## config.mk

```make
export PLATFORM = sky130hd
export DESIGN_NAME = orbfm_norm
export DESIGN_NICKNAME = d
export VERILOG_FILES = /design/src/design/orbfm_pkg.sv /design/src/design/orbfm_norm.sv
export SDC_FILE = /design/constraint.sdc
export NUM_CORES = 1
export LEC_CHECK = 0
export ABC_CLOCK_PERIOD_IN_PS = 2800
export BUFFER_PORTS_ARGS = -buffer_cell sky130_fd_sc_hd__buf_2
export CAP_MARGIN = 25
export CORE_ASPECT_RATIO = 1.25
export CORE_MARGIN = 10
export CORE_UTILIZATION = 50
export CTS_BUF_LIST = sky130_fd_sc_hd__clkbuf_8 sky130_fd_sc_hd__clkbuf_16
export CTS_CLUSTER_SIZE = 8
export DETAILED_ROUTE_END_ITERATION = 7
export MAX_ROUTING_LAYER = met4
export PLACE_DENSITY_LB_ADDON = 0.2
export SLEW_MARGIN = 20
export SYNTH_ARGS = -nofsm -noshare
export SYNTH_HDL_FRONTEND = slang
export SYNTH_SLANG_ARGS = --single-unit
export TNS_END_PERCENT = 50
```

## constraint.sdc

```tcl
create_clock -name aclk -period 2.8 [get_ports aclk]
set_clock_uncertainty 0.1 [all_clocks]
set_input_delay 0.14 -clock aclk [delete_from_list [all_inputs] [get_ports aclk]]
set_output_delay 0.14 -clock aclk [all_outputs]
set_load 0.005 [all_outputs]
```

## src/design/orbfm_pkg.sv

```systemverilog
// Shared widths and types for the orbital frame matrix pipeline.
`default_nettype none

package orbfm_pkg;

    localparam int POS_W  = 28;
    localparam int VEL_W  = 25;
    localparam int Z_W    = 29;
    localparam int Y_W    = 55;
    localparam int YS_W   = 32;
    localparam int X_W    = 62;
    localparam int MAG_W  = 31;
    localparam int ELEM_W = 32;
    localparam int IN_W   = 160;
    localparam int OUT_W  = 9 * ELEM_W;

    // Block-scaled vector: magnitudes with top in [2^30, 2^31), signs, zero flag
    typedef struct packed {
        logic [2:0][MAG_W-1:0] mag;
        logic [2:0]            neg;
        logic                  zero;
    } svec_t;

endpackage

`default_nettype wire

```

## src/design/orbfm_norm.sv

```systemverilog
// Three-stage block scaler: magnitude, leading-one search, common shift.
`default_nettype none

module orbfm_norm
    import orbfm_pkg::*;
#(
    parameter int W = 55
) (
    input  logic                aclk,
    input  logic                aresetn,
    input  logic                en,
    input  logic                vld_i,
    input  logic signed [W-1:0] v [3],
    output logic                vld_o,
    output svec_t               o
);

    localparam int PW = $clog2(W);
    localparam int SW = W + MAG_W - 1;

    logic [W-1:0]  mag_reg [3];
    logic [2:0]    neg_reg;
    logic [W-1:0]  orv_reg;
    logic          vld_a_reg;

    logic [W-1:0]  mag_b_reg [3];
    logic [2:0]    neg_b_reg;
    logic [PW-1:0] pos_reg;
    logic          zero_reg;
    logic          vld_b_reg;
    logic [PW-1:0] pos_next;

    svec_t         o_reg;
    logic          vld_c_reg;

    always_comb begin
        pos_next = '0;
        for (int i = 0; i < W; i++) begin
            if (orv_reg[i]) pos_next = PW'(i);
        end
    end

    always_ff @(posedge aclk) begin
        if (!aresetn) begin
            vld_a_reg <= 1'b0;
            vld_b_reg <= 1'b0;
            vld_c_reg <= 1'b0;
        end else if (en) begin
            vld_a_reg <= vld_i;
            vld_b_reg <= vld_a_reg;
            vld_c_reg <= vld_b_reg;
        end
    end

    always_ff @(posedge aclk) begin
        logic [W-1:0] m;
        logic [W-1:0] acc;
        logic [SW-1:0] wide;
        if (en) begin
            acc = '0;
            for (int k = 0; k < 3; k++) begin
                m = v[k][W-1] ? W'(-v[k]) : W'(v[k]);
                mag_reg[k] <= m;
                neg_reg[k] <= v[k][W-1];
                acc = acc | m;
            end
            orv_reg <= acc;

            mag_b_reg <= mag_reg;
            neg_b_reg <= neg_reg;
            pos_reg   <= pos_next;
            zero_reg  <= (orv_reg == '0);

            // place the leading one of the largest magnitude at bit 30
            for (int k = 0; k < 3; k++) begin
                wide = {mag_b_reg[k], {(MAG_W-1){1'b0}}} >> pos_reg;
                o_reg.mag[k] <= wide[MAG_W-1:0];
            end
            o_reg.neg  <= neg_b_reg;
            o_reg.zero <= zero_reg;
        end
    end

    assign vld_o = vld_c_reg;
    assign o     = o_reg;

endmodule

`default_nettype wire

```

Word level (Yosys, flattened, before mapping)
Cells that the tools add are included.
Storage, ports and cells
  register bits after elaboration: 498
  input port bits: 169
  output and inout bits: 98
  logic and storage cells: 90
Operators by class
  add/sub/neg operators: 3
  shift operators: 3
  muxes and demuxes: 56
  bitwise logic cells: 2
  reduce and logical (&&, ||, !) cells: 4
Operators by type and width (number)
  >> shifter 85 x 6 -> 31 bit: 3
  2-to-1 mux 6 bit: 29
  2-to-1 mux 55 bit: 3
  negator 55 bit: 3
  OR 55 bit: 2
  2-to-1 mux 5 bit: 16
  zero test 55 bit: 1
  OR reduction 23 bit: 1
  2-to-1 mux 3 bit: 4
  OR reduction 7 bit: 1
  2-to-1 mux 2 bit: 3
  OR reduction 3 bit: 1
  2-to-1 mux 1 bit: 1

Longest topological paths before layout
Gate-level depths: netlist of run 1.
  depth in word-level cells: 53
  depth in mapped cells: 11
  depth with buffers taken out: 8

Worst setup path before layout of run 1
Ideal clock, no wire load.
  path kind: flip-flop to flip-flop
  from: reg pos_reg[0]
  to: reg o_reg (netlist bit o[61]), data pin
  library setup time: 0.270 ns
  arrival: 2.552 ns
  setup slack: -0.122 ns
  stages on the path, launching flop included: 10
  buffers on the path: 3
  cells stage by stage: edfxtp_1 clkbuf_1 clkbuf_1 buf_1 mux4_2 mux2_2 mux2i_1 nor2_1 a211oi_1 a21oi_1
On the way
  longest elaborated chain between the ends: 1
Ends and longest elaborated chain
  from (decl): RTL line orbfm_norm.sv:28  | logic [PW-1:0] pos_reg;
  from (signal assigned): RTL line orbfm_norm.sv:71  | pos_reg <= pos_next;
  >> shifter 85 x 6 -> 31 bit: RTL line orbfm_norm.sv:76  | wide = {mag_b_reg[k], {(MAG_W-1){1'b0}}} >> pos_reg;
  to (decl): RTL line orbfm_norm.sv:33  | svec_t o_reg;
Every way passes these cells.
A chain may end at the register's enable or synchronous reset.

Worst setup path after layout of run 1
  from: reg pos_reg[0]
  to: reg o_reg (netlist bit o[60]), data pin
The elaborated chain is that of the path after synthesis.

==> impl_summary.txt, run 1 <==
----------------------------------------------------
[Logic synthesis]
  Yosys warning count ... 0
  #FFs+latches synth ... 498
  Synth unique cells ... 66
  Post-synth ARST share ... 0%
  Synth top area cells ... sky130_fd_sc_hd__edfxtp_1 53%, sky130_fd_sc_hd__mux4_2 12%, sky130_fd_sc_hd__xnor2_1 4.6%
  Cell with the most instances after synthesis ... sky130_fd_sc_hd__edfxtp_1
  Sequential fraction of the synthesis area ... 53.1%
  Dominant cell type by area after synthesis ... sky130_fd_sc_hd__edfxtp_1
  Synth Area per Inst ... 12.8 µm²
  Most instantiated cells after synthesis ... 495 x sky130_fd_sc_hd__edfxtp_1, 257 x sky130_fd_sc_hd__nand2_1, 150 x sky130_fd_sc_hd__mux4_2, 147 x sky130_fd_sc_hd__xnor2_1, 127 x sky130_fd_sc_hd__mux2i_1
  Area of the mapped netlist ... 28100 µm²
  Nets in the synthesized netlist ... 2361
  Number of synthesized flops with an enable pin ... 495
  Yosys top cell area share ... 52.9%
  Main synth FF type ... sky130_fd_sc_hd__edfxtp_1
  Synthesized instance count ... 2189

[Clock tree]
  H-tree depth ... 3
  Clock tree from TritonCTS ... done
  Clk buf depth ... 3
  Clk sink count ... 498
  TritonCTS Buffers ... 72
  Worst skew pair latency ... 0.62 ns
  Root buffer cell ... sky130_fd_sc_hd__clkbuf_16
  Clock slew at the register clock pins of the worst setup and hold paths ... 0.05 ns

[Worst setup path]
  Required time of the critical path ... 3.03 ns
  Critical register-to-register path startpoint ... pos_reg[0]
  Startpoint type of the worst setup path ... register
  Arrival time of the worst setup path ... 3.09 ns
  R2r setup slk ... -0.05 ns
  Worst reg2reg path endpoint ... o[60]
  Critical path capture point type ... register
  Register-to-Register Path Depth ... 9
  Category of the most critical setup path ... register to register
  Critical path peak fanout ... 16

[Die]
  CORE AREA ... 55800 µm²
  Io pins ... 267
  Overall die width ... 232 µm
  Area of the die ... 66200 µm²
  Placement row count ... 97
  Initial standard-cell utilization of the core ... 50.4%
  Die Span Y ... 285 µm

[Timing]
  Transition time at the pin with the least slew margin ... 1.01 ns
  Final cycle utilization of the critical path ... 102%
  Peak clock frequency supported by timing ... 0.350 GHz
  Total setup violations reported at the end of the flow ... 3
  Final setup slack of the worst path ... -0.0545 ns
  Fin crit period ... 2.85 ns
  Unrepaired setup endpoints after global routing ... yes
  Number of slew-limit violations in the final report ... 0
  Total count of hold-check failures in the final report ... 0
  Remaining max-slew budget at the tightest pin ... 33.0%

[Flow run]
  Max-cap violation count ... 0

[Cells and area]
  Layout cell share with drive strength beyond 1 ... 34.5%
  Area added between synthesis and finish ... 32.2%
  Final net count ... 3107

[GRT]
  GRT overflow ... 0
  Met3 usage in global routing ... 4.48%
  Maximum number of pins on one net before global-route repair ... 84
  Met1 GRT Util ... 39.6%
  Global-route wire length before repair ... 155000 µm
  Number of antenna violations at the first check in global routing ... 1
  GR Util All Layers ... 32.6%
  Global route hottest layer ... met2
  Met2 usage ... 51.3%
  Number of global-route vias before repair ... 23300

[Hold path]
  End point of the most critical hold path ... mag_reg[49]
  Startpoint of the most critical hold path ... v[49]
  Instance count along the most critical hold path ... 3
  Worst hold path type ... primary input to register

[Power]
  Static Leakage ... 13.9 nW
  Total power per unit cell area ... 605 nW/µm²
  Combinational power share ... 23.0%
  Power after layout ... 22.5 mW
  Switching power as a share of total power ... 28.2%
  Clk pwr share ... 34.3%
  Sequential fraction of design power ... 42.7%
  Max rail drop VDD ... 0.396 mV
  Internal power component ... 16.1 mW
  Switching pwr ... 6.34 mW

[Route]
  Routed wire length ... 108000 µm
  Final routed wire length divided by cell count ... 29.2 µm
  Residual DRC count ... 0
  Total via count after detailed routing ... 23800
  Number of nets with antenna violations after detailed routing ... 0
  First-pass iteration count of the detailed router ... 8
  Avg Vias per Cell ... 6.45
  Initial DRC count ... 2817

[Placed design]
  RD Place Congestion ... 1.03
  Worst-case setup slack after placement ... -0.178 ns
  Number of I/O port buffers ... 266
  Sum of net half-perimeters after detailed placement ... 82700 µm

[Status]
  Result of the run ... finished with violations
  Violated checks ... negative setup slack

----------------------------------------------------
power by group through the flow:
stage          logic [mW]  registers [mW]  clock network (mW)
2_1_floorplan        2.25            9.50                   0
6_report             5.17            9.60                7.71
5_1_grt              5.40            9.65                8.13
3_3_place_gp         4.64            9.66                   0
3_5_place_dp         4.67            9.70                   0
4_1_cts              4.93            9.58                7.83
cell families (layout without fill, tap and decap cells):
group,Yosys count,after routing,share of synthesized area (%)
and+or+nand+nor,600,600,10.5
DFF,498,498,53.1
AOI/OAI and AO/OA,434,434,10.5
muxes,330,330,18.7
buffers and inverters,168,926,2.31
xor gates and xnor gates,156,156,4.86
adders and majority gates,3,3,0.134
other,0,1,0
how the worst max path moves through the flow:
| stage | start | to | slack, ns |
|---|---|---|---|
| finish | pos_reg[0] | o[60] | -0.05 |
| global route | pos_reg[0] | o[60] | -0.10 |
| CTS | pos_reg[0] | o[85] | -0.04 |
| detailed placement | v[110] | orv_reg[34] | -0.18 |
| global placement | v[17] | orv_reg[49] | -0.16 |
| floorplan | pos_reg[0] | o[51] | -0.03 |
worst max-delay path, cell delays in order (launching register included):
cell and delay (ns):
sky130_fd_sc_hd__edfxtp_1 0.35, sky130_fd_sc_hd__buf_4 0.13, sky130_fd_sc_hd__buf_12 0.18, sky130_fd_sc_hd__buf_4 0.18
sky130_fd_sc_hd__mux4_2 0.53, sky130_fd_sc_hd__mux2_2 0.35, sky130_fd_sc_hd__a22o_1 0.28, sky130_fd_sc_hd__a211oi_2 0.22
sky130_fd_sc_hd__buf_4 0.15, sky130_fd_sc_hd__mux2i_1 0.09
final cells by class:
cell class	instances	area, µm²
inverters	26	100
fillers	3986	18700
diodes	1	2.50
clock buffers	74	1850
well taps	742	928
repair buffers	814	6250
flip-flops and latches	498	14900
multi-input cells	1523	13000
clock inverters	12	101
cell usage in the layout (no fill, tap or decap), drive strengths merged, types with 16 or more instances in the layout:
cell,n
a21oi,64
a221oi,17
a22o,16
buf,627
clkbuf,77
dlygate4sd3,184
edfxtp,495
inv,35
mux2,53
mux2i,127
mux4,150
nand2,257
nand3,32
nor2,95
nor3,28
nor4,33
o21ai,117
o221ai,19
o22ai,48
o31ai,39
o41ai,35
or3,69
or4,30
xnor2,147
what timing repair did:
item                       CTS  global route
setup buffers                1             6
hold buffers               183             1
resized for setup           15            91
setup endpoints to repair   27            93
pin swaps                    0            14
gates cloned                 0             3
hold endpoints to repair   260             2
metrics by stage:
step	instances	utilization, %	area (µm²)	setup TNS, ns	hold slack [ns]
after floorplan	2189	-	28100	-0.0557	0.139
after global placement	3408	58.6	32700	-1.76	0.277
after detailed placement	3408	58.6	32700	-2.09	0.280
after CTS	3678	65.5	36600	-0.0784	0.00672
after global routing	3690	66.6	37200	-1.36	0.0422
final	3690	66.6	37200	-0.121	0.000981
metal layers:
metal,routed length [µm],vias to the layer above
met1,41100,11700
met5,0,-
li1,-,10200
met3,8160,336
met2,51400,1600
met4,7240,0
(Power assumes the default switching activity.)
==> run 2: changes to the inputs <==
--- a/config.mk
+++ b/config.mk
@@ -9,7 +9,6 @@
 export BUFFER_PORTS_ARGS = -buffer_cell sky130_fd_sc_hd__buf_2
 export CAP_MARGIN = 25
 export CORE_ASPECT_RATIO = 1.25
-export CORE_MARGIN = 10
 export CORE_UTILIZATION = 50
 export CTS_BUF_LIST = sky130_fd_sc_hd__clkbuf_8 sky130_fd_sc_hd__clkbuf_16
 export CTS_CLUSTER_SIZE = 8
==> run 2 against run 1 <==
Largest cell class unchanged. Via count fell by 2.0%. Combinational power fell by 2%. Flip-flop and latch count did not move. Power fell by 0.94%. Non-clock buffer count fell by 39. The flow finishes with violations (design-rule violations).
==> impl_summary.txt, run 2 (synthesized netlist as in run 1, its figures left out) <==
----------------------------------------------------
[Timing]
  Transition time at the pin with the least slew margin ... 1.10 ns (+0.0911 ns)
  Final setup slack of the worst path ... 0.0152 ns (+0.0697 ns)
  Total count of hold-check failures in the final report ... 0 (unchanged)
  Number of slew-limit violations in the final report ... 0 (unchanged)
  Total setup violations reported at the end of the flow ... 0 (-3)
  Remaining max-slew budget at the tightest pin ... 26.9% (-6.1 points)
  Fin crit period ... 2.78 ns (-0.0697 ns)
  Final sum of negative setup slack ... 0 ns (+0.121 ns)
  Peak clock frequency supported by timing ... 0.359 GHz (+2.5%)
  Unrepaired setup endpoints after global routing ... yes
  Final cycle utilization of the critical path ... 99.5% (-2.5 points)

[Cells and area]
  Inserted Diodes ... 0 (-1)
  Area added between synthesis and finish ... 30.7%
  Number of fillers in the final layout ... 3981 (-0.13%)
  Register cell area after layout ... 14900 µm² (unchanged)
  Top library cells by usage in the layout, fill and taps aside ... 495 x sky130_fd_sc_hd__edfxtp_1, 301 x sky130_fd_sc_hd__buf_4, 265 x sky130_fd_sc_hd__buf_2, 256 x sky130_fd_sc_hd__nand2_1, 178 x sky130_fd_sc_hd__dlygate4sd3_1
  Combined area of the multi-input logic cells ... 12900 µm² (-0.81%)
  Layout cell share with drive strength beyond 1 ... 33.1% (-1.4 points)
  Most frequent standard cell in the layout excluding fill and tap cells ... sky130_fd_sc_hd__edfxtp_1
  Final net count ... 3068 (-1.3%)

[Clock tree]
  H-tree depth ... 3 (unchanged)
  Clk sink count ... 498 (unchanged)
  Clock slew at the register clock pins of the worst setup and hold paths ... 0.05 ns (about the same)
  Root buffer cell ... sky130_fd_sc_hd__clkbuf_16
  TritonCTS Buffers ... 72 (unchanged)
  Worst skew pair latency ... 0.61 ns (about the same)
  Clock tree from TritonCTS ... done
  Clk buf depth ... 3 (unchanged)

[Route]
  Total via count after detailed routing ... 23300 (-2.0%)
  Avg Vias per Cell ... 6.40 (-0.70%)
  Residual DRC count ... 1 (+1)
  Number of nets with antenna violations after detailed routing ... 0 (unchanged)
  Final routed wire length divided by cell count ... 28.3 µm (-3.2%)
  First-pass iteration count of the detailed router ... 8 (unchanged)
  Routed wire length ... 103000 µm (-4.4%)
  Initial DRC count ... 2854 (+1.3%)

[Hold path]
  Worst hold path type ... primary input to register

[Die]
  CORE AREA ... 55300 µm² (-1.0%)
  Area of the die ... 57200 µm² (-14%)
  Die Span Y ... 267 µm (-6.3%)
  Overall die width ... 214 µm (-7.8%)
  Placement row count ... 96 (-1.0%)
  Initial standard-cell utilization of the core ... 50.9% (+0.52 points)
  Io pins ... 267 (unchanged)

[Power]
  Static Leakage ... 13.7 nW (-1.7%)
  Total power per unit cell area ... 606 nW/µm² (+0.23%)
  Max rail drop VDD ... 0.387 mV (-2.4%)

[Flow run]
  Max-cap violation count ... 0 (unchanged)

[Worst setup path]
  Startpoint type of the worst setup path ... register
  Cells along the critical path ... buf_4, clkbuf_16, buf_12, mux4_2, mux2_2, buf_4, a22o_1, a21oi_1, mux2i_1
  Slowest stage cell on the critical path ... sky130_fd_sc_hd__mux4_2
  Required time of the critical path ... 3.02 ns (about the same)
  Cell repeated most along the worst path ... sky130_fd_sc_hd__buf_4
  Critical path capture point type ... register
  Stage delay of the slowest cell on the critical path ... 0.55 ns (+0.02 ns)
  Critical path peak fanout ... 22 (+6)
  Cell type group with the largest total delay on the critical path ... multiplexers
  Buffer and inverter count on the worst path ... 4 (unchanged)
  Arrival time of the worst setup path ... 3.01 ns (-0.08 ns)
  Category of the most critical setup path ... register to register

[GRT]
  Maximum number of pins on one net before global-route repair ... 80 (-4.8%)
  Number of antenna violations at the first check in global routing ... 0 (-1)
  Global-route wire length before repair ... 148000 µm (-4.2%)
  GR Util All Layers ... 36.8% (+4.1 points)
  Number of global-route vias before repair ... 22700 (-2.8%)
  GRT overflow ... 0 (unchanged)

[Placed design]
  Sum of net half-perimeters after detailed placement ... 79300 µm (-4.0%)
  Number of I/O port buffers ... 266 (unchanged)
  RD Place Congestion ... 1.03 (+0.29%)
  Worst-case setup slack after placement ... -0.202 ns (-0.0242 ns)

[Status]
  Violated checks ... design-rule violations
  Result of the run ... finished with violations

----------------------------------------------------
run 2: changes by cell type in the layout (fill, tap and decap cells not counted), moves of 3 or more:
cell                            previous run  this run
sky130_fd_sc_hd__buf_4                   333       301
sky130_fd_sc_hd__o31ai_1                  27        34
sky130_fd_sc_hd__dlygate4sd3_1           184       178
sky130_fd_sc_hd__o31ai_2                  11         5
sky130_fd_sc_hd__buf_12                   17        22
sky130_fd_sc_hd__buf_6                     9         4
sky130_fd_sc_hd__o41ai_1                  18        22
sky130_fd_sc_hd__o41ai_2                  16        12
sky130_fd_sc_hd__a211oi_1                  4         7
sky130_fd_sc_hd__a211oi_2                  5         2
sky130_fd_sc_hd__clkbuf_16                77        74
sky130_fd_sc_hd__nor3_1                   27        24
sky130_fd_sc_hd__xnor2_1                 144       147
sky130_fd_sc_hd__xnor2_2                   3         0
run 2: final cells by class:
type / instances / area share, %
clock buffers: 73 / 4.97
flip-flops and latches: 498 / 40.6
well taps: 735 / 2.50
repair buffers: 775 / 16.2
inverters: 26 / 0.273
clock inverters: 13 / 0.310
multi-input cells: 1523 / 35.1
run 2: final timing paths:
kind	start	to	slack (ns)	cells past startpoint
worst max-delay path	pos_reg[0]	o[29]	0.02	9
worst min-delay path	v[100]	orv_reg[46]	0.03	4
worst max register to register	pos_reg[0]	o[29]	0.02	9
worst min register to register	mag_reg[14]	mag_b_reg[14]	0.31	0
run 2: what timing repair did:
action | in CTS | in global routing
cloned | 0 | 1
pin swaps | 0 | 8
buffers inserted | 0 | 6
hold endpoints to repair | 258 | 0
hold buffers | 178 | 0
resized for setup | 9 | 73
endpoints found under the setup margin | 12 | 97
run 2: layer usage:
metal  vias to the layer above  part of all wire (%)  global-route usage (%)
met5                         -                     0                       -
met4                         0                   7.5                    23.5
met3                       358                   7.3                    4.28
met2                      1542                    47                    58.3
met1                     11300                    38                    45.2
li1                      10100                     -                       -
run 2: power breakdown:
part / internal [mW] / switching (mW)
combinational: 2.28 / 2.77
sequential: 9.13 / 0.463
clock: 4.61 / 3.02
run 2: metrics by stage:
| step | hold WS, ns | total power [mW] | instances | util (%) | instance area (µm²) |
|---|---|---|---|---|---|
| floorplan | 0.139 | 11.7 | 2189 | - | 28100 |
| global placement | 0.276 | 14.2 | 3372 | 58.9 | 32500 |
| detailed placement | 0.270 | 14.3 | 3372 | 58.9 | 32500 |
| CTS | 0.000219 | 22.1 | 3636 | 65.7 | 36300 |
| global route | 0.0312 | 22.9 | 3643 | 66.5 | 36700 |
| finish | 0.0329 | 22.3 | 3643 | 66.5 | 36700 |
run 2: worst reg2reg max path, delay by kind of cell (launching register included):
family | cells | cell delay, ns
flip-flops | 1 | 0.34
buffers and inverters | 4 | 0.69
AO/OA/AOI/OAI | 2 | 0.39
multiplexers | 3 | 0.99
